**config.mk**
```make
export PLATFORM = sky130hd
export DESIGN_NAME = sorted_set_union_merge_flat
export DESIGN_NICKNAME = d
export VERILOG_FILES = /design/src/hw/rtl/ssum_pkg.sv /design/src/hw/rtl/ssum_in_if.sv /design/src/hw/rtl/ssum_out_if.sv /design/src/hw/rtl/sorted_set_union_merge.sv /design/src/flat_wrapper.sv
export VERILOG_INCLUDE_DIRS = /design/src /design/src/hw/rtl
export SDC_FILE = /design/constraint.sdc
export NUM_CORES = 2
export LEC_CHECK = 0
export BUFFER_PORTS_ARGS = -buffer_cell sky130_fd_sc_hd__buf_4
export CORE_AREA = 4 4 514 262
export CTS_CLUSTER_DIAMETER = 40
export CTS_CLUSTER_SIZE = 30
export DETAILED_ROUTE_END_ITERATION = 6
export DIE_AREA = 0 0 518 266
export PLACE_DENSITY = 0.84
export SYNTH_ARGS = -nofsm -noshare
export SYNTH_HDL_FRONTEND = slang
export SYNTH_SLANG_ARGS = --single-unit
```
**constraint.sdc**
```tcl
create_clock -name i_clk -period 13.1 [get_ports i_clk]
set_clock_uncertainty 0.1 [all_clocks]
set_input_delay 1.965 -clock i_clk [delete_from_list [all_inputs] [get_ports i_clk]]
set_output_delay 1.965 -clock i_clk [all_outputs]
set_load 0.02 [all_outputs]
```
**src/hw/rtl/sorted_set_union_merge_defines.svh**
```systemverilog
// ----------------------------------------------------------------------------
// Sorted set union merge - assertion macros
// Shared assertion forms, clocked on i_clk and held off during reset.
// ----------------------------------------------------------------------------
`ifndef SORTED_SET_UNION_MERGE_DEFINES_SVH
`define SORTED_SET_UNION_MERGE_DEFINES_SVH

// same-cycle implication
`define SSUM_ASSERT_NOW(lbl, ante, cons, msg) \
    lbl: assert property (@(posedge i_clk) disable iff (!i_rst_n) (ante) |-> (cons)) \
        else $error(msg);

// next-cycle implication
`define SSUM_ASSERT_NEXT(lbl, ante, cons, msg) \
    lbl: assert property (@(posedge i_clk) disable iff (!i_rst_n) (ante) |=> (cons)) \
        else $error(msg);

`endif

```
**src/hw/rtl/ssum_pkg.sv**
```systemverilog
// ----------------------------------------------------------------------------
// Sorted set union merge - package
// Payload types, status and command codes, sequencer states.
// ----------------------------------------------------------------------------
`default_nettype none

package ssum_pkg;

    localparam int VALUE_W = 32;
    localparam int ID_W    = 2;

    typedef logic signed [VALUE_W-1:0] t_value;
    typedef logic [ID_W-1:0]           t_list_id;

    localparam logic CMD_LOAD = 1'b0;
    localparam logic CMD_EMIT = 1'b1;

    typedef enum logic [1:0] {
        STAT_ELEM  = 2'd0,
        STAT_EMPTY = 2'd1,
        STAT_FULL  = 2'd2
    } t_status;

    typedef enum logic [2:0] {
        ST_IDLE,
        ST_SCAN,
        ST_CMP,
        ST_DECIDE,
        ST_FINISH
    } t_state;

endpackage

`default_nettype wire

```
**src/hw/rtl/ssum_in_if.sv**
```systemverilog
// ----------------------------------------------------------------------------
// Sorted set union merge - command channel
// Valid/ready channel carrying load and emit commands.
// ----------------------------------------------------------------------------
`default_nettype none

interface ssum_in_if;
    import ssum_pkg::*;

    logic     valid;
    logic     ready;
    logic     command;
    t_list_id list_id;
    t_value   value;

    modport source (output valid, output command, output list_id, output value,
                    input ready);
    modport sink   (input valid, input command, input list_id, input value,
                    output ready);
endinterface

`default_nettype wire

```
**src/hw/rtl/ssum_out_if.sv**
```systemverilog
// ----------------------------------------------------------------------------
// Sorted set union merge - result channel
// Valid/ready channel carrying union elements and status results.
// ----------------------------------------------------------------------------
`default_nettype none

interface ssum_out_if;
    import ssum_pkg::*;

    logic    valid;
    logic    ready;
    t_value  out_value;
    logic    last;
    t_status status;

    modport source (output valid, output out_value, output last, output status,
                    input ready);
    modport sink   (input valid, input out_value, input last, input status,
                    output ready);
endinterface

`default_nettype wire

```
**src/hw/rtl/sorted_set_union_merge.sv**
```systemverilog
// ----------------------------------------------------------------------------
// Sorted set union merge - top level
// Stores LISTS ascending lists in one memory and emits their duplicate-free
// ascending union by repeated minimum search over the list heads.
// ----------------------------------------------------------------------------
//  channel  | dir | payload                        | transaction
//  i_in     | in  | command, list_id, value        | load or emit command
//  o_out    | out | out_value, last, status        | one result
//
//  An emit scans the heads one list at a time per head minimum found,
//  repeats included, and once more to close the run, through the single
//  shared compare unit and the list memory, read one head at a time.
//  Reset clears fill counts, heads, sequencer and output stage; the list
//  memory keeps its contents and needs no clearing pass.
//  A stalled result stage holds the merge; i_in.ready is low during an emit.
// ----------------------------------------------------------------------------
`default_nettype none

`include "sorted_set_union_merge_defines.svh"

module sorted_set_union_merge #(
    parameter int LISTS      = 4,
    parameter int LIST_DEPTH = 16
) (
    input  wire logic  i_clk,
    input  wire logic  i_rst_n,
    ssum_in_if.sink    i_in,
    ssum_out_if.source o_out
);
    import ssum_pkg::*;

    localparam int DEPTH = LISTS * LIST_DEPTH;
    localparam int AW    = $clog2(DEPTH);
    localparam int LW    = $clog2(LISTS);
    localparam int CW    = $clog2(LIST_DEPTH + 1);
    localparam logic [LW-1:0] LAST_IDX = LW'(LISTS - 1);

    t_state r_state, n_state;
    logic [CW-1:0] r_fc [LISTS];
    logic [CW-1:0] n_fc [LISTS];
    logic [CW-1:0] r_rp [LISTS];
    logic [CW-1:0] n_rp [LISTS];
    logic [LW-1:0] r_idx, n_idx;
    logic          r_found, n_found;
    t_value        r_min, n_min;
    logic [LISTS-1:0] r_mask, n_mask;
    logic          r_lv, n_lv;
    t_value        r_lval, n_lval;

    t_value        r_mem [DEPTH];
    t_value        r_rd;

    logic          r_ov;
    t_value        r_out_val;
    logic          r_out_last;
    t_status       r_out_stat;

    logic          slot_free;
    logic          in_ready;
    logic          emit_new;
    logic [LW-1:0] id_l;
    logic          id_bad;
    logic          mem_we;
    logic [AW-1:0] wr_addr;
    logic [AW-1:0] rd_addr;
    logic          out_load;
    t_value        out_val;
    logic          out_last;
    t_status       out_stat;

    assign slot_free = !r_ov || o_out.ready;
    assign in_ready  = (r_state == ST_IDLE) && slot_free;
    assign id_l      = LW'(i_in.list_id);
    assign id_bad    = int'(i_in.list_id) >= LISTS;
    assign emit_new  = !r_lv || (r_min > r_lval);
    assign wr_addr   = AW'(AW'(id_l) * AW'(LIST_DEPTH)) + AW'(r_fc[id_l]);
    assign rd_addr   = AW'(AW'(r_idx) * AW'(LIST_DEPTH)) + AW'(r_rp[r_idx]);

    assign i_in.ready      = in_ready;
    assign o_out.valid     = r_ov;
    assign o_out.out_value = r_out_val;
    assign o_out.last      = r_out_last;
    assign o_out.status    = r_out_stat;

    always_comb begin
        n_state  = r_state;
        n_fc     = r_fc;
        n_rp     = r_rp;
        n_idx    = r_idx;
        n_found  = r_found;
        n_min    = r_min;
        n_mask   = r_mask;
        n_lv     = r_lv;
        n_lval   = r_lval;
        mem_we   = 1'b0;
        out_load = 1'b0;
        out_val  = '0;
        out_last = 1'b0;
        out_stat = STAT_ELEM;
        unique case (r_state)
            ST_IDLE: begin
                if (in_ready && i_in.valid) begin
                    if (i_in.command == CMD_EMIT) begin
                        n_state = ST_SCAN;
                        n_idx   = '0;
                        n_found = 1'b0;
                        n_mask  = '0;
                    end else if (id_bad || (r_fc[id_l] >= CW'(LIST_DEPTH))) begin
                        out_load = 1'b1;
                        out_val  = i_in.value;
                        out_last = 1'b1;
                        out_stat = STAT_FULL;
                    end else begin
                        mem_we      = 1'b1;
                        n_fc[id_l]  = r_fc[id_l] + CW'(1);
                    end
                end
            end
            ST_SCAN: begin
                n_state = ST_CMP;
            end
            ST_CMP: begin
                if (r_rp[r_idx] < r_fc[r_idx]) begin
                    if (!r_found || (r_rd < r_min)) begin
                        n_min   = r_rd;
                        n_found = 1'b1;
                        n_mask  = LISTS'(1) << r_idx;
                    end else if (r_rd == r_min) begin
                        n_mask = r_mask | (LISTS'(1) << r_idx);
                    end
                end
                if (r_idx == LAST_IDX) begin
                    n_state = ST_DECIDE;
                end else begin
                    n_idx   = r_idx + LW'(1);
                    n_state = ST_SCAN;
                end
            end
            ST_DECIDE: begin
                if (!r_found) begin
                    n_state = ST_FINISH;
                end else if (!(emit_new && r_lv && !slot_free)) begin
                    for (int l = 0; l < LISTS; l++) begin
                        if (r_mask[l]) begin
                            n_rp[l] = r_rp[l] + CW'(1);
                        end
                    end
                    if (emit_new) begin
                        out_load = r_lv;
                        out_val  = r_lval;
                        n_lv     = 1'b1;
                        n_lval   = r_min;
                    end
                    n_found = 1'b0;
                    n_mask  = '0;
                    n_idx   = '0;
                    n_state = ST_SCAN;
                end
            end
            ST_FINISH: begin
                if (slot_free) begin
                    out_load = 1'b1;
                    out_val  = r_lv ? r_lval : '0;
                    out_last = 1'b1;
                    out_stat = r_lv ? STAT_ELEM : STAT_EMPTY;
                    for (int l = 0; l < LISTS; l++) begin
                        n_fc[l] = '0;
                        n_rp[l] = '0;
                    end
                    n_lv    = 1'b0;
                    n_state = ST_IDLE;
                end
            end
            default: begin
                n_state = ST_IDLE;
            end
        endcase
    end

    always_ff @(posedge i_clk) begin
        if (!i_rst_n) begin
            r_state <= ST_IDLE;
            for (int l = 0; l < LISTS; l++) begin
                r_fc[l] <= '0;
                r_rp[l] <= '0;
            end
            r_idx   <= '0;
            r_found <= 1'b0;
            r_mask  <= '0;
            r_lv    <= 1'b0;
        end else begin
            r_state <= n_state;
            r_fc    <= n_fc;
            r_rp    <= n_rp;
            r_idx   <= n_idx;
            r_found <= n_found;
            r_mask  <= n_mask;
            r_lv    <= n_lv;
        end
    end

    always_ff @(posedge i_clk) begin
        r_min  <= n_min;
        r_lval <= n_lval;
    end

    always_ff @(posedge i_clk) begin
        if (mem_we) begin
            r_mem[wr_addr] <= i_in.value;
        end
        r_rd <= r_mem[rd_addr];
    end

    always_ff @(posedge i_clk) begin
        if (!i_rst_n) begin
            r_ov <= 1'b0;
        end else if (out_load) begin
            r_ov <= 1'b1;
        end else if (o_out.ready) begin
            r_ov <= 1'b0;
        end
    end

    always_ff @(posedge i_clk) begin
        if (out_load) begin
            r_out_val  <= out_val;
            r_out_last <= out_last;
            r_out_stat <= out_stat;
        end
    end

    `SSUM_ASSERT_NOW(a_status_last, r_ov && (r_out_stat != STAT_ELEM), r_out_last, "status result without last")
    `SSUM_ASSERT_NOW(a_idle_no_pending, r_state == ST_IDLE, !r_lv, "pending element left after run")
    `SSUM_ASSERT_NEXT(a_finish_closes, (r_state == ST_FINISH) && slot_free, (r_state == ST_IDLE) && r_ov && r_out_last, "run closed without last result")

    for (genvar g = 0; g < LISTS; g++) begin : g_head_chk
        `SSUM_ASSERT_NOW(a_head_in_range, 1'b1, r_rp[g] <= r_fc[g], "list head beyond fill count")
    end

endmodule

`default_nettype wire

```
**src/flat_wrapper.sv**
```systemverilog
// flat-port wrapper written by rule: the top's interface ports become plain ports
module sorted_set_union_merge_flat import ssum_pkg::*;
#(
    parameter int LISTS      = 4,
    parameter int LIST_DEPTH = 16
)
  (i_clk, i_rst_n, i_in_valid, i_in_command, i_in_list_id, i_in_value, i_in_ready, o_out_valid, o_out_out_value, o_out_last, o_out_status, o_out_ready);
  ssum_in_if i_in_i ();
  ssum_out_if o_out_i ();
  input  wire logic i_clk;
  input  wire logic i_rst_n;
  input wire logic [$bits(i_in_i.valid)-1:0] i_in_valid;
  input wire logic [$bits(i_in_i.command)-1:0] i_in_command;
  input wire logic [$bits(i_in_i.list_id)-1:0] i_in_list_id;
  input wire logic [$bits(i_in_i.value)-1:0] i_in_value;
  output wire logic [$bits(i_in_i.ready)-1:0] i_in_ready;
  output wire logic [$bits(o_out_i.valid)-1:0] o_out_valid;
  output wire logic [$bits(o_out_i.out_value)-1:0] o_out_out_value;
  output wire logic [$bits(o_out_i.last)-1:0] o_out_last;
  output wire logic [$bits(o_out_i.status)-1:0] o_out_status;
  input wire logic [$bits(o_out_i.ready)-1:0] o_out_ready;
  assign i_in_i.valid = i_in_valid;
  assign i_in_i.command = i_in_command;
  assign i_in_i.list_id = i_in_list_id;
  assign i_in_i.value = i_in_value;
  assign i_in_ready = i_in_i.ready;
  assign o_out_valid = o_out_i.valid;
  assign o_out_out_value = o_out_i.out_value;
  assign o_out_last = o_out_i.last;
  assign o_out_status = o_out_i.status;
  assign o_out_i.ready = o_out_ready;
  sorted_set_union_merge #(.LISTS(LISTS), .LIST_DEPTH(LIST_DEPTH)) u_core (.i_clk(i_clk), .i_rst_n(i_rst_n), .i_in(i_in_i), .o_out(o_out_i));
endmodule
```
Word level (Yosys, flattened, before mapping) --
Memories as Yosys holds them, arrays and structs flattened. A register that Yosys moved wholly into a read port is not among the register bits. Index checks and enable logic that the tools add are counted.
Word-level totals: bits in writable memories 2048, register bits after elaboration 151, output and inout port bits 37, input port bits 39, logic and storage cells 181, memories kept 1
Memories:
- u_core.r_mem | depth 64, bits a word 32, read ports 1, clocked after Yosys merged registers in 1, write ports 1, RTL line sorted_set_union_merge.sv:50 | t_value r_mem [DEPTH];
Operators by class: equal/unequal tests 23, order comparisons 7, mux-type cells 89, $add $sub $neg 8, bitwise gates (word level) 4, reductions and logical operators 29, shift-type cells 1
Operators by type and width (count):
- $mux 32 | 8
- $mux 20 | 6
- $pmux 32 s3 | 1
- $pmux 20 s2 | 2
- $mux 5 | 11
- $reduce_and 5->1 | 7
- $eq 32x32->1 | 1
- $gt 32x32->1 | 1
- $lt 32x32->1 | 1
- $bmux 5 s2 | 3
- $mux 4 | 7
- $mux 1 | 26
- $add 5x1->5 const B | 5
- $bwmux 20 | 1
- $mux 2 | 10
- $ne 2x1->1 const B | 9
- $mux 3 | 5
- $pmux 3 s5 | 1
- $add 6x5->6 | 2
- $ne 2x2->1 const B | 6
- $pmux 4 s3 | 1
- $demux 5 s2 | 1
- $reduce_and 4->1 | 2
- $reduce_and 7->1 | 1
- other kinds (27) | 43

Logic depth before layout (Yosys ltp) --
depth after elaboration 11, gate-level depth with buffers 15, depth with buffers taken out 12

Least setup slack after synthesis --
No wires, ideal clock.
path type input to register, from input i_in_list_id[1], to memory u_core.r_mem[55][0] in the netlist's numbering, enable pin, slack 7.461 ns, arrival 5.118 ns, stages 6, cells stage by stage clkbuf_1 > mux4_2 > and4bb_1 > nor2b_1 > nand3_1 > nor2_1
On the way: cells in the longest elaborated chain, start to end 11
RTL lines:
- start: declaration | RTL line flat_wrapper.sv:14 | input wire logic [$bits(i_in_i.list_id)-1:0] i_in_list_id;
- $not 2->3 (not written as such) | RTL line sorted_set_union_merge.sv:76, sorted_set_union_merge.sv:108
- $bmux 5 s2 | RTL line sorted_set_union_merge.sv:76, sorted_set_union_merge.sv:108
- $mux 5 (not written as such) (2 in a row) | RTL line sorted_set_union_merge.sv:76, sorted_set_union_merge.sv:108
- $ge 5x5->1 | RTL line sorted_set_union_merge.sv:108 | end else if (id_bad || (r_fc[id_l] >= CW'(LIST_DEPTH))) begin
- $mux 1 | RTL line sorted_set_union_merge.sv:108
- $mux 1 | RTL line sorted_set_union_merge.sv:103 | if (i_in.command == CMD_EMIT) begin
- $mux 1 | RTL line sorted_set_union_merge.sv:102 | if (in_ready && i_in.valid) begin
- $mux 1 | RTL line sorted_set_union_merge.sv:100 | unique case (r_state)
- $mux 1 | RTL line sorted_set_union_merge.sv:208 | if (mem_we) begin
- $mux 1 (not written as such) | RTL line sorted_set_union_merge.sv:209 | r_mem[wr_addr] <= i_in.value;
- end: declaration | RTL line sorted_set_union_merge.sv:50
Several ways; a longest one is shown, not always the timed one. The select of a mux whose other input is x is not followed.

Worst setup path after layout --
from register u_core.r_idx[0], to register u_core.r_rd[30] (read register of u_core.r_mem)
On the way: cells in the longest elaborated chain, start to end 5
RTL lines:
- start: declaration | RTL line sorted_set_union_merge.sv:43 | logic [LW-1:0] r_idx, n_idx;
- start signal: assignment | RTL line sorted_set_union_merge.sv:195 | r_idx <= n_idx;
- $not 2->3 (not written as such) | RTL line sorted_set_union_merge.sv:77 | assign rd_addr = AW'(AW'(r_idx) * AW'(LIST_DEPTH)) + AW'(r_rp[r_idx]);
- $bmux 5 s2 | RTL line sorted_set_union_merge.sv:77
- $mux 5 (not written as such) (2 in a row) | RTL line sorted_set_union_merge.sv:77
- $add 6x5->6 * | RTL line sorted_set_union_merge.sv:77
- end: declaration | RTL line sorted_set_union_merge.sv:51 | t_value r_rd;
Every way passes the cells marked *; elsewhere a longest branch is shown, timed or not. The select of a mux whose other input is x is not followed. A chain may end at the register's enable or synchronous reset.

==> impl_metrics.tcl <==
set metrics [dict create \
    drt-wirelength-per-cell_um 34.2 \
    finalSetupViolations 0 \
    synthMuxAreaShare 0.0984 \
    drt_iter0_drc 10300 \
    synth_top_cell_by_area "edfxtp_1" \
    dp_cells 6796 \
    syn_inst 5199 \
    htreeDepth 4 \
    min_path_cells 0 \
    worstReg2RegStart "u_core.r_idx[0]$_SDFFE_PN0P_" \
    seq_power_share 0.596 \
    die-area_mm2 0.138 \
    grt_max_degree 167 \
    r2r_end "u_core.r_rd[30]$_DFF_P_" \
    switching_share 0.214 \
    drc 10 \
    period_needed_ns 5.76 \
    row_count 94 \
    synth_ff_type "edfxtp_1" \
    synth_xor_xnor_area_share 0.000698 \
    die_h_um 266 \
    rsz0062_at_grt "false" \
    ys_seq_elements 2231 \
    internal-power_mw 10.3 \
    gp_congestion 0.977 \
    synth_compound_area_frac 0.0465 \
    drive_gt1_frac 0.158 \
    cts_buffers 142 \
    power_density_mw_per_mm2 137 \
    cts-resized-gates 0 \
    fillers 7053 \
    hpwl_mm 141 \
    synthArstFlopShare 0 \
    path_max_fanout 58 \
    ctsHoldBuffers 0 \
    start_util 0.674 \
    path_clk_slew_ns 0.08 \
    vias_per_cell 7.34 \
    crit_type "register to register" \
    max_freq_mhz 173 \
    reg2regPathDepth 11 \
    p_switching_mw 2.81 \
    p_leak_nw 29.9 \
    nNetsFinal 5330 \
    p_comb_frac 0.016 \
    final_cells 7065 \
    hold_path.class "register to register" \
    syn_to_final_growth_pct 8.94 \
    tns_ns 0 \
    clock_path_buffers 3 \
    vdd_drop_max_uv 135 \
    whs_ns 0.373 \
    worstMarginPinSlew_ns 1.37 \
    grt_pass1_vias 48100 \
    synth_adder_area_share 0.0113 \
    via_count 51800 \
    cts_sinks 2231 \
    die_width_um 518 \
    gr-usage-all-layers 0.351 \
    ioPinCount 76 \
    dpl_worst_slack_ns 7.07 \
    yosysTopAreaCellShare 0.734 \
    yosys.area_share.simple 0.0705 \
    grt-ovfl-total 0 \
    yosysSeqAreaShare 0.754 \
    setup_ws_ns 7.34 \
    holdPathEnd "u_core.r_min[10]$_DFFE_PP_" \
    hp-start "u_core.r_rd[10]$_DFF_P_" \
    max_cap_violations 0 \
    clk_latency_ns 0.81 \
    cp_data_arrival_time_ns 6.31 \
    ys_types 59 \
    ys.warnings.count 0 \
    critPathCaptureType "register" \
    min_period_over_period 0.440 \
    avgSynthCellArea_um2 16.9 \
    status "finished, violations left" \
    drt-total-wl_mm 242 \
    postRouteAntennaNets 0 \
    required_ns 13.64 \
    io_buffers 75 \
    hold_violations 0 \
    power_mw 13.1 \
    grt_pass1_wl_mm 346 \
    ctsRootBufferMaster "clkbuf_16" \
    first_pass_iters 7 \
    slew_headroom 0.0763 \
    antenna_found_initial 11 \
    post_cts_buffers 0 \
    post_dp_cell_area_mm2 0.0905 \
    r2r_setup_slack_ns 7.34 \
    finish.instance_area_mm2 0.0956 \
    core_area_mm2 0.130 \
    syn-cell-area_mm2 0.0878 \
    failed_checks "DRC" \
    synth_nets 5317 \
    synth_top_family_by_area "multiplexers" \
    clockPowerShare 0.387 \
    synth_enable_flop_cells 2147 \
    yosys-top-cells-area "edfxtp_1, mux4_2, nand2_1" \
    cts_tree "built" \
    post-route-util 0.734 \
    finalMaxSlewViolations 0 \
    critPathLaunchType "register" \
]
Yosys cell counts (4+ instances only):
library cell / number
edfxtp_1: 2147
nand2_1: 761
mux4_2: 333
nand3_1: 250
a21oi_1: 182
nor2_1: 182
clkbuf_1: 159
a31oi_1: 113
mux2i_1: 109
a211oi_1: 98
buf_2: 89
dfxtp_1: 84
inv_1: 83
ha_1: 79
and2_1: 53
o21ai_0: 51
nor2b_1: 42
nor4_1: 40
o211ai_1: 37
o22ai_1: 36
o21ai_1: 34
a22o_1: 32
a32oi_1: 32
buf_4: 25
nand4_1: 18
buf_1: 16
and2_0: 14
nand2b_1: 11
nor3_1: 9
or3_1: 9
o31ai_1: 7
or4_1: 7
buf_6: 6
a21o_1: 5
mux2_2: 4
xor2_1: 4
registers in the layout, indices dropped and copies added (netlist names):
signal / count
u_core.r_min: 32
u_core.r_fc: 20
u_core.o_out.last: 1
u_core.r_lval: 32
u_core.r_mask: 4
u_core.r_found: 1
u_core.r_rd: 32
u_core.r_lv: 1
u_core.r_state: 3
u_core.o_out.status: 2
u_core.o_out.out_value: 32
u_core.r_idx: 2
u_core.o_out.valid: 1
u_core.r_rp: 20
u_core.r_mem: 2048
routing by layer:
layer	share of wire	track usage	vias to the layer above	wire [µm]
li1	-	-	20300	-
met1	0.36	0.537	25700	87000
met2	0.42	0.475	5244	101000
met3	0.19	0.135	542	45400
met4	0.033	0.101	12	8020
met5	0.0012	0.00946	-	282
final cells by class:
type / count / area (µm²) / area share
clock buffer: 160 / 3890 / 0.0407
tap: 1728 / 2160 / 0.0226
inverter: 85 / 327 / 0.00341
clock inverter: 106 / 1260 / 0.0132
sequential: 2231 / 66200 / 0.692
timing repair buffer: 165 / 1290 / 0.0135
multi-input combinational: 2587 / 20500 / 0.215
antenna: 3 / 7.51 / 0.0000785
power groups by stage:
stage               Combinational, mW  Clock (mW)  Sequential [mW]
floorplan                      0.0452           0             7.98
global placement                0.195           0             7.99
detailed placement              0.206           0             7.99
CTS                             0.208        5.08             7.82
global route                    0.222        5.39             7.83
finish                          0.215        5.09             7.83
cells by family (layout without fill, tap and decap cells):
group	count (synthesis)	after routing
AOI/OAI and AO/OA	643	643
buffers and inverters	381	516
DFF	2231	2231
adders and majority gates	79	79
muxes	446	446
other	0	3
xor gates and xnor gates	7	7
and+or+nand+nor	1412	1412
worst max-delay path, cell delays in order (launching register included):
cell and delay (ns):
dfxtp_1 0.66, buf_4 0.33, mux4_4 0.89, buf_4 0.68, buf_4 0.60, buf_4 0.61, mux4_2 0.59, nor2b_1 0.16
a211oi_1 0.37, a21oi_1 0.16, a32oi_1 0.23, o21ai_1 0.09
cells in the final DEF, fill, tap and decap left out, types with 37 or more instances in the layout:
cell       count
a211oi_1      98
a21oi_1      181
a31oi_1      113
and2_1        53
buf_4        161
clkbuf_16    153
dfxtp_1       84
edfxtp_1    2147
ha_1          79
inv_1         82
mux2i_1      109
mux4_2       331
nand2_1      761
nand3_1      250
nor2_1       118
nor2_4        66
nor2b_1       42
nor4_1        37
o211ai_1      37
o21ai_0       50
worst max path at each step:
stage	end	cells past startpoint	startpoint	slack [ns]
final	u_core.r_rd[30]$_DFF_P_	11	u_core.r_idx[0]$_SDFFE_PN0P_	7.34
after global routing	u_core.r_rd[30]$_DFF_P_	11	u_core.r_idx[0]$_SDFFE_PN0P_	7.10
after CTS	u_core.r_rd[30]$_DFF_P_	11	u_core.r_idx[0]$_SDFFE_PN0P_	7.42
after detailed placement	u_core.r_mem[22][13]$_DFFE_PP_	7	o_out_ready	7.07
after global placement	u_core.r_mem[20][3]$_DFFE_PP_	7	o_out_ready	7.17
after floorplan	u_core.r_mem[55][0]$_DFFE_PP_	6	i_in_list_id[1]	7.46
(Power assumes the default switching activity.)
